## config.mk

```make
export PLATFORM = sky130hd
export DESIGN_NAME = dual_quadrature_edge_counter_unit
export DESIGN_NICKNAME = d
export VERILOG_FILES = /design/src/dqec_pkg.sv /design/src/dual_quadrature_edge_counter_unit.sv
export SDC_FILE = /design/constraint.sdc
export NUM_CORES = 1
export LEC_CHECK = 0
export BUFFER_PORTS_ARGS = -buffer_cell sky130_fd_sc_hd__buf_2
export CAP_MARGIN = 20
export CORE_UTILIZATION = 60
export CTS_CLUSTER_DIAMETER = 40
export CTS_CLUSTER_SIZE = 14
export DETAILED_ROUTE_END_ITERATION = 12
export GPL_TIMING_DRIVEN = 0
export PLACE_DENSITY = 0.83
export SLEW_MARGIN = 30
export SYNTH_ARGS = -nofsm -noshare
export SYNTH_HDL_FRONTEND = slang
export SYNTH_SLANG_ARGS = --single-unit
```

## constraint.sdc

```tcl
create_clock -name aclk -period 6.4 [get_ports aclk]
set_input_delay 0.64 -clock aclk [delete_from_list [all_inputs] [get_ports aclk]]
set_output_delay 0.64 -clock aclk [all_outputs]
set_load 0.01 [all_outputs]
```

## src/dqec_pkg.sv

```systemverilog
package dqec_pkg;

    localparam int COUNT_W   = 16;
    localparam int TOTAL_W   = 32;
    localparam int CFG_IDX_W = 8;
    localparam int CFG_DAT_W = 8;
    localparam int S_TDATA_W = 8;
    localparam int S_TUSER_W = 2;
    localparam int M_TDATA_W = 2 * COUNT_W + 2 * TOTAL_W;

    localparam logic [CFG_IDX_W-1:0] REG_REVERSE_FIRST  = CFG_IDX_W'(0);
    localparam logic [CFG_IDX_W-1:0] REG_REVERSE_SECOND = CFG_IDX_W'(1);

    localparam logic REVERSE_FIRST_RESET  = 1'b0;
    localparam logic REVERSE_SECOND_RESET = 1'b1;

    localparam logic OP_EDGE = 1'b0;
    localparam logic OP_TICK = 1'b1;

    typedef struct packed {
        logic opcode;
        logic encoder_select;
        logic edge_on_second_pin;
        logic level_first_pin;
        logic level_second_pin;
    } event_t;

endpackage

```

## src/dual_quadrature_edge_counter_unit.sv

```systemverilog
// channel | direction | handshake          | payload
// s_      | in        | s_tvalid/s_tready  | s_tdata, s_tuser
// m_      | out       | m_tvalid/m_tready  | m_tdata
// cfg_    | in        | cfg_valid/cfg_ready| cfg_index, cfg_data
//
// one item per cycle sustained while m_tready is high; an s_ transfer reaches m_tvalid
// through the input register, then the count update into the result register
// aresetn is synchronous: clears counters, totals, valid flags, and reverse bits
// to their defaults
// while m_tready is low the result register holds and one more item is taken
// into the input register, then s_tready drops
// cfg_ready is always high
module dual_quadrature_edge_counter_unit (
    input  logic                           aclk,
    input  logic                           aresetn,
    input  logic                           s_tvalid,
    output logic                           s_tready,
    // [0] edge_on_second_pin, [1] level_first_pin, [2] level_second_pin, rest zero
    input  logic [dqec_pkg::S_TDATA_W-1:0] s_tdata,
    // [0] opcode, [1] encoder_select
    input  logic [dqec_pkg::S_TUSER_W-1:0] s_tuser,
    output logic                           m_tvalid,
    input  logic                           m_tready,
    // [15:0] period_count_zero, [31:16] period_count_one,
    // [63:32] total_zero, [95:64] total_one
    output logic [dqec_pkg::M_TDATA_W-1:0] m_tdata,
    input  logic                           cfg_valid,
    output logic                           cfg_ready,
    input  logic [dqec_pkg::CFG_IDX_W-1:0] cfg_index,
    input  logic [dqec_pkg::CFG_DAT_W-1:0] cfg_data
);

    localparam int CW = dqec_pkg::COUNT_W;
    localparam int TW = dqec_pkg::TOTAL_W;

    logic                  in_valid_reg;
    dqec_pkg::event_t      in_event_reg;
    logic                  out_valid_reg;
    logic [dqec_pkg::M_TDATA_W-1:0] out_data_reg;

    logic                  reverse_first_reg;
    logic                  reverse_second_reg;
    logic signed [CW-1:0]  live_zero_reg, live_zero_next;
    logic signed [CW-1:0]  live_one_reg, live_one_next;
    logic signed [CW-1:0]  latched_zero_reg, latched_zero_next;
    logic signed [CW-1:0]  latched_one_reg, latched_one_next;
    logic signed [TW-1:0]  sum_zero_reg, sum_zero_next;
    logic signed [TW-1:0]  sum_one_reg, sum_one_next;

    logic                  advance;
    logic                  load;
    logic                  odd;
    logic                  rev;
    logic                  down;
    logic signed [CW-1:0]  delta;

    assign advance   = !out_valid_reg || m_tready;
    assign load      = in_valid_reg && advance;
    assign s_tready  = !in_valid_reg || advance;
    assign cfg_ready = 1'b1;
    assign m_tvalid  = out_valid_reg;
    assign m_tdata   = out_data_reg;

    always_comb begin
        odd   = !in_event_reg.edge_on_second_pin ^ in_event_reg.level_first_pin
              ^ in_event_reg.level_second_pin;
        rev   = in_event_reg.encoder_select ? reverse_second_reg : reverse_first_reg;
        down  = odd ^ rev;
        delta = down ? -CW'(1) : CW'(1);

        live_zero_next    = live_zero_reg;
        live_one_next     = live_one_reg;
        latched_zero_next = latched_zero_reg;
        latched_one_next  = latched_one_reg;
        sum_zero_next     = sum_zero_reg;
        sum_one_next      = sum_one_reg;

        if (in_event_reg.opcode == dqec_pkg::OP_TICK) begin
            sum_zero_next     = sum_zero_reg + TW'(latched_zero_reg);
            sum_one_next      = sum_one_reg + TW'(latched_one_reg);
            latched_zero_next = live_zero_reg;
            latched_one_next  = live_one_reg;
            live_zero_next    = '0;
            live_one_next     = '0;
        end else if (in_event_reg.encoder_select) begin
            live_one_next = live_one_reg + delta;
        end else begin
            live_zero_next = live_zero_reg + delta;
        end
    end

    always_ff @(posedge aclk) begin
        if (!aresetn) begin
            in_valid_reg       <= 1'b0;
            out_valid_reg      <= 1'b0;
            reverse_first_reg  <= dqec_pkg::REVERSE_FIRST_RESET;
            reverse_second_reg <= dqec_pkg::REVERSE_SECOND_RESET;
            live_zero_reg      <= '0;
            live_one_reg       <= '0;
            latched_zero_reg   <= '0;
            latched_one_reg    <= '0;
            sum_zero_reg       <= '0;
            sum_one_reg        <= '0;
        end else begin
            if (s_tready) begin
                in_valid_reg <= s_tvalid;
            end
            if (advance) begin
                out_valid_reg <= in_valid_reg;
            end
            if (load) begin
                live_zero_reg    <= live_zero_next;
                live_one_reg     <= live_one_next;
                latched_zero_reg <= latched_zero_next;
                latched_one_reg  <= latched_one_next;
                sum_zero_reg     <= sum_zero_next;
                sum_one_reg      <= sum_one_next;
            end
            if (cfg_valid && cfg_ready) begin
                unique case (cfg_index)
                    dqec_pkg::REG_REVERSE_FIRST:  reverse_first_reg  <= cfg_data[0];
                    dqec_pkg::REG_REVERSE_SECOND: reverse_second_reg <= cfg_data[0];
                    default: ;
                endcase
            end
        end
    end

    // payload registers
    always_ff @(posedge aclk) begin
        if (s_tvalid && s_tready) begin
            in_event_reg.opcode             <= s_tuser[0];
            in_event_reg.encoder_select     <= s_tuser[1];
            in_event_reg.edge_on_second_pin <= s_tdata[0];
            in_event_reg.level_first_pin    <= s_tdata[1];
            in_event_reg.level_second_pin   <= s_tdata[2];
        end
        if (load) begin
            out_data_reg <= {sum_one_next, sum_zero_next, latched_one_next, latched_zero_next};
        end
    end

`ifndef SYNTHESIS
    a_tick_clears_live: assert property (@(posedge aclk) disable iff (!aresetn)
        (load && in_event_reg.opcode == dqec_pkg::OP_TICK)
        |=> (live_zero_reg == '0 && live_one_reg == '0))
        else $error("live counts not cleared after tick");

    a_edge_other_stable: assert property (@(posedge aclk) disable iff (!aresetn)
        (load && in_event_reg.opcode == dqec_pkg::OP_EDGE && !in_event_reg.encoder_select)
        |=> ($stable(live_one_reg) && $stable(sum_zero_reg) && $stable(latched_zero_reg)))
        else $error("edge on encoder zero disturbed other state");

    a_result_matches_state: assert property (@(posedge aclk) disable iff (!aresetn)
        m_tvalid |-> (m_tdata[CW-1:0] == latched_zero_reg
                   && m_tdata[2*CW-1:CW] == latched_one_reg
                   && m_tdata[2*CW+TW-1:2*CW] == sum_zero_reg
                   && m_tdata[2*CW+2*TW-1:2*CW+TW] == sum_one_reg))
        else $error("result register out of step with counter state");

    a_stall_only_when_full: assert property (@(posedge aclk) disable iff (!aresetn)
        !s_tready |-> (in_valid_reg && out_valid_reg && !m_tready))
        else $error("input stalled without a full pipeline");
`endif

endmodule

```

==> results.sh <==
export IMPL_worstSetupEndpointType="flip-flop"
export IMPL_grt_overflow_total=0
export IMPL_p_per_area_mw_per_mm2=243
export IMPL_min_path_type="input pin to flip-flop"
export IMPL_clock_sinks=233
export IMPL_clock_fmax_mhz=247
export IMPL_drive_gt1_share_pct=17.9
export IMPL_syn_cell_area_mm2=0.0133
export IMPL_dp_cells=1787
export IMPL_ys_ff_latch=233
export IMPL_yosys_top_cells_area="edfxtp_1 23%, dfxtp_1 20%, ha_1 9.0%, mux2_2 6.6%, nand2_1 5.8%"
export IMPL_initial_core_util_pct=61.0
export IMPL_outcome="completed"
export IMPL_dp_hpwl_um=24700
export IMPL_largest_reg_flops=96
export IMPL_core_area_mm2=0.0218
export IMPL_worstMarginPinSlew_ps=972
export IMPL_gr_usage_met1_pct=40.0
export IMPL_ys_seq_area_share_pct=42.7
export IMPL_ant_nets=0
export IMPL_dr_first_iter_drc_count=892
export IMPL_worstSkewPairLatency_ps=580
export IMPL_fp_dieW_um=151
export IMPL_wl_per_cell_um=18.5
export IMPL_path_clk_slew_ps=60
export IMPL_tns_ps=0
export IMPL_routed_wl_um=34200
export IMPL_fin_crit_ps=4050
export IMPL_antenna_found_initial=1
export IMPL_hold_viol=0
export IMPL_synth_top_cell_area_share_pct=22.8
export IMPL_synthFlopType="dfxtp_1"
export IMPL_finClkSkew_ps=18.4
export IMPL_slew_viol_final=0
export IMPL_floorplan_die_area_mm2=0.0227
export IMPL_post_cts_buffers=0
export IMPL_dpl_instance_area_mm2=0.0143
export IMPL_min_period_over_period_pct=63.2
export IMPL_setup_worst_path_class="flip-flop to flip-flop"
export IMPL_critPathLaunchType="flip-flop"
export IMPL_cp_data_arrival_time_ps=4470
export IMPL_synthCells=1386
export IMPL_placementRows=54
export IMPL_io_buffers=115
export IMPL_grt_util_met2_pct=49.9
export IMPL_crit_fanout=14
export IMPL_syn2layout_area_growth_pct=15.5
export IMPL_drv_cap=0
export IMPL_viasPerCell=6.08
export IMPL_post_cts_resized=0
export IMPL_io_pins=130
export IMPL_grt_pass1_wl_um=53700
export IMPL_crit_required_ps=6820
export IMPL_gp_congestion=0.961
export IMPL_first_pass_iters=5
export IMPL_grt_max_degree=32
export IMPL_ys_types=78
export IMPL_clk_path_buf_depth=3
export IMPL_final_cells=1846
export IMPL_ctsHoldBuffers=0
export IMPL_grt_busiest_layer="met2"
export IMPL_grt_use_total_pct=30.2
export IMPL_cts_tree="yes"
export IMPL_hold_worst_slack_ps=242
export IMPL_postSynthAreaPerCell_um2=9.58
export IMPL_netlist_top_cell_by_area="edfxtp_1"
export IMPL_setup_viol=0
export IMPL_nNetsFinal=1671
export IMPL_grt_pass1_vias=10600
export IMPL_via_count=11200
export IMPL_grtUsageMet3_pct=4.58
export IMPL_cts_root_buf="clkbuf_16"
export IMPL_fin_area_mm2=0.0153
export IMPL_die_y_um=151
export IMPL_maxSlewHeadroom_pct=35.1
export IMPL_htree_levels=1
export IMPL_yosysWarnings=0
export IMPL_rsz0062_at_grt="no"
export IMPL_drc=0
export IMPL_syn_nets=1517
export IMPL_ir_worst_vdd_mv=0.199
export IMPL_numCtsBuffers=31
export IMPL_asyncSetResetFlopFracSynth_pct=0
export IMPL_p_leak_nw=6.42
export IMPL_synth_edff_count=101
-- cells in the mapped netlist (all sizes together), types with 14 or more instances --
cell    instances
nand2         205
a21oi         151
dfxtp         132
edfxtp        101
ha             96
nor2           88
mux2           79
xnor2          58
o21ai          54
clkbuf         48
nand3          44
a21o           35
inv            28
xor2           25
a22oi          23
mux2i          18
nor3           16
a211oi         14
buf            14
nand2b         14
-- critical path: stages, from the launching register on --
cell	delay, ps
edfxtp_1	490
mux2i_1	330
xnor2_2	210
buf_4	280
buf_4	250
ha_1	280
a21oi_1	130
nand2_1	100
a31oi_1	280
nor2b_1	90
o21a_1	190
o41ai_1	590
o21ai_0	340
nand4b_1	200
o211ai_1	130
-- layout by cell type, fill, tap and decap left out, types with 14 or more instances in the layout --
cell	instances
buf_2	116
inv_1	27
a22oi_1	23
dfxtp_1	132
o21ai_0	53
xor2_1	25
nand2_1	205
clkbuf_16	31
clkbuf_1	48
mux2_2	78
nand2b_1	14
a21oi_1	151
a21o_1	32
nor2_1	88
edfxtp_1	101
nand3_1	44
nor3_1	15
mux2i_1	18
ha_1	96
xnor2_1	57
a211oi_1	14
-- final timing paths --
path                                                     from  cells after the start  slack, ps                              to
worst max-delay path                in_event_reg[3]$_DFFE_PP_                     14       2350  live_zero_reg[14]$_SDFFE_PN0P_
worst min-delay path                               s_tdata[1]                      1        240       in_event_reg[1]$_DFFE_PP_
worst max register to register      in_event_reg[3]$_DFFE_PP_                     14       2350  live_zero_reg[14]$_SDFFE_PN0P_
worst min register to register  sum_zero_reg[23]$_SDFFE_PN0P_                      2        470   sum_zero_reg[23]$_SDFFE_PN0P_
-- cell type report --
class,count,area (um^2)
Multi-Input combinational cell,1063,7270
Fill cell,1667,6420
Sequential cell,233,5680
Clock buffer,33,783
Timing Repair Buffer,121,662
Tap cell,280,350
Clock inverter,25,246
Buffer,62,240
Inverter,28,105
Antenna cell,1,2.50
-- kinds of logic (layout without fill, tap and decap cells) --
kind of cell / Yosys count / after routing / synth area share (%)
buffers and inverters: 90 / 269 / 2.58
adder cells (fa/ha/maj): 100 / 100 / 9.65
flip-flops: 233 / 233 / 42.7
other: 1 / 2 / 0.0282
AND/OR/NAND/NOR: 419 / 419 / 13.9
AO/OA/AOI/OAI: 363 / 363 / 17.6
multiplexers: 97 / 97 / 8.08
XOR/XNOR: 83 / 83 / 5.47
-- routing by layer --
layer	vias to the layer above	routed length [um]
li1	5360	-
met1	5346	14700
met2	431	15800
met3	82	2440
met4	0	1250
met5	-	0
-- power breakdown --
group          total [mW]  switching [mW]  internal (mW)
Combinational       0.400           0.247          0.153
Sequential           1.61          0.0204           1.59
Clock                1.71           0.744          0.970
-- stage by stage --
stage | setup slack, ps | total power, mW | util [%]
floorplan | 1490 | 1.91 | -
global placement | 286 | 2.01 | 65.3
detailed placement | 2430 | 2.04 | 65.8
CTS | 2380 | 3.74 | 70.5
global route | 2130 | 3.84 | 70.5
finish | 2350 | 3.72 | 70.5
Power figures use the tool's default switching activity.
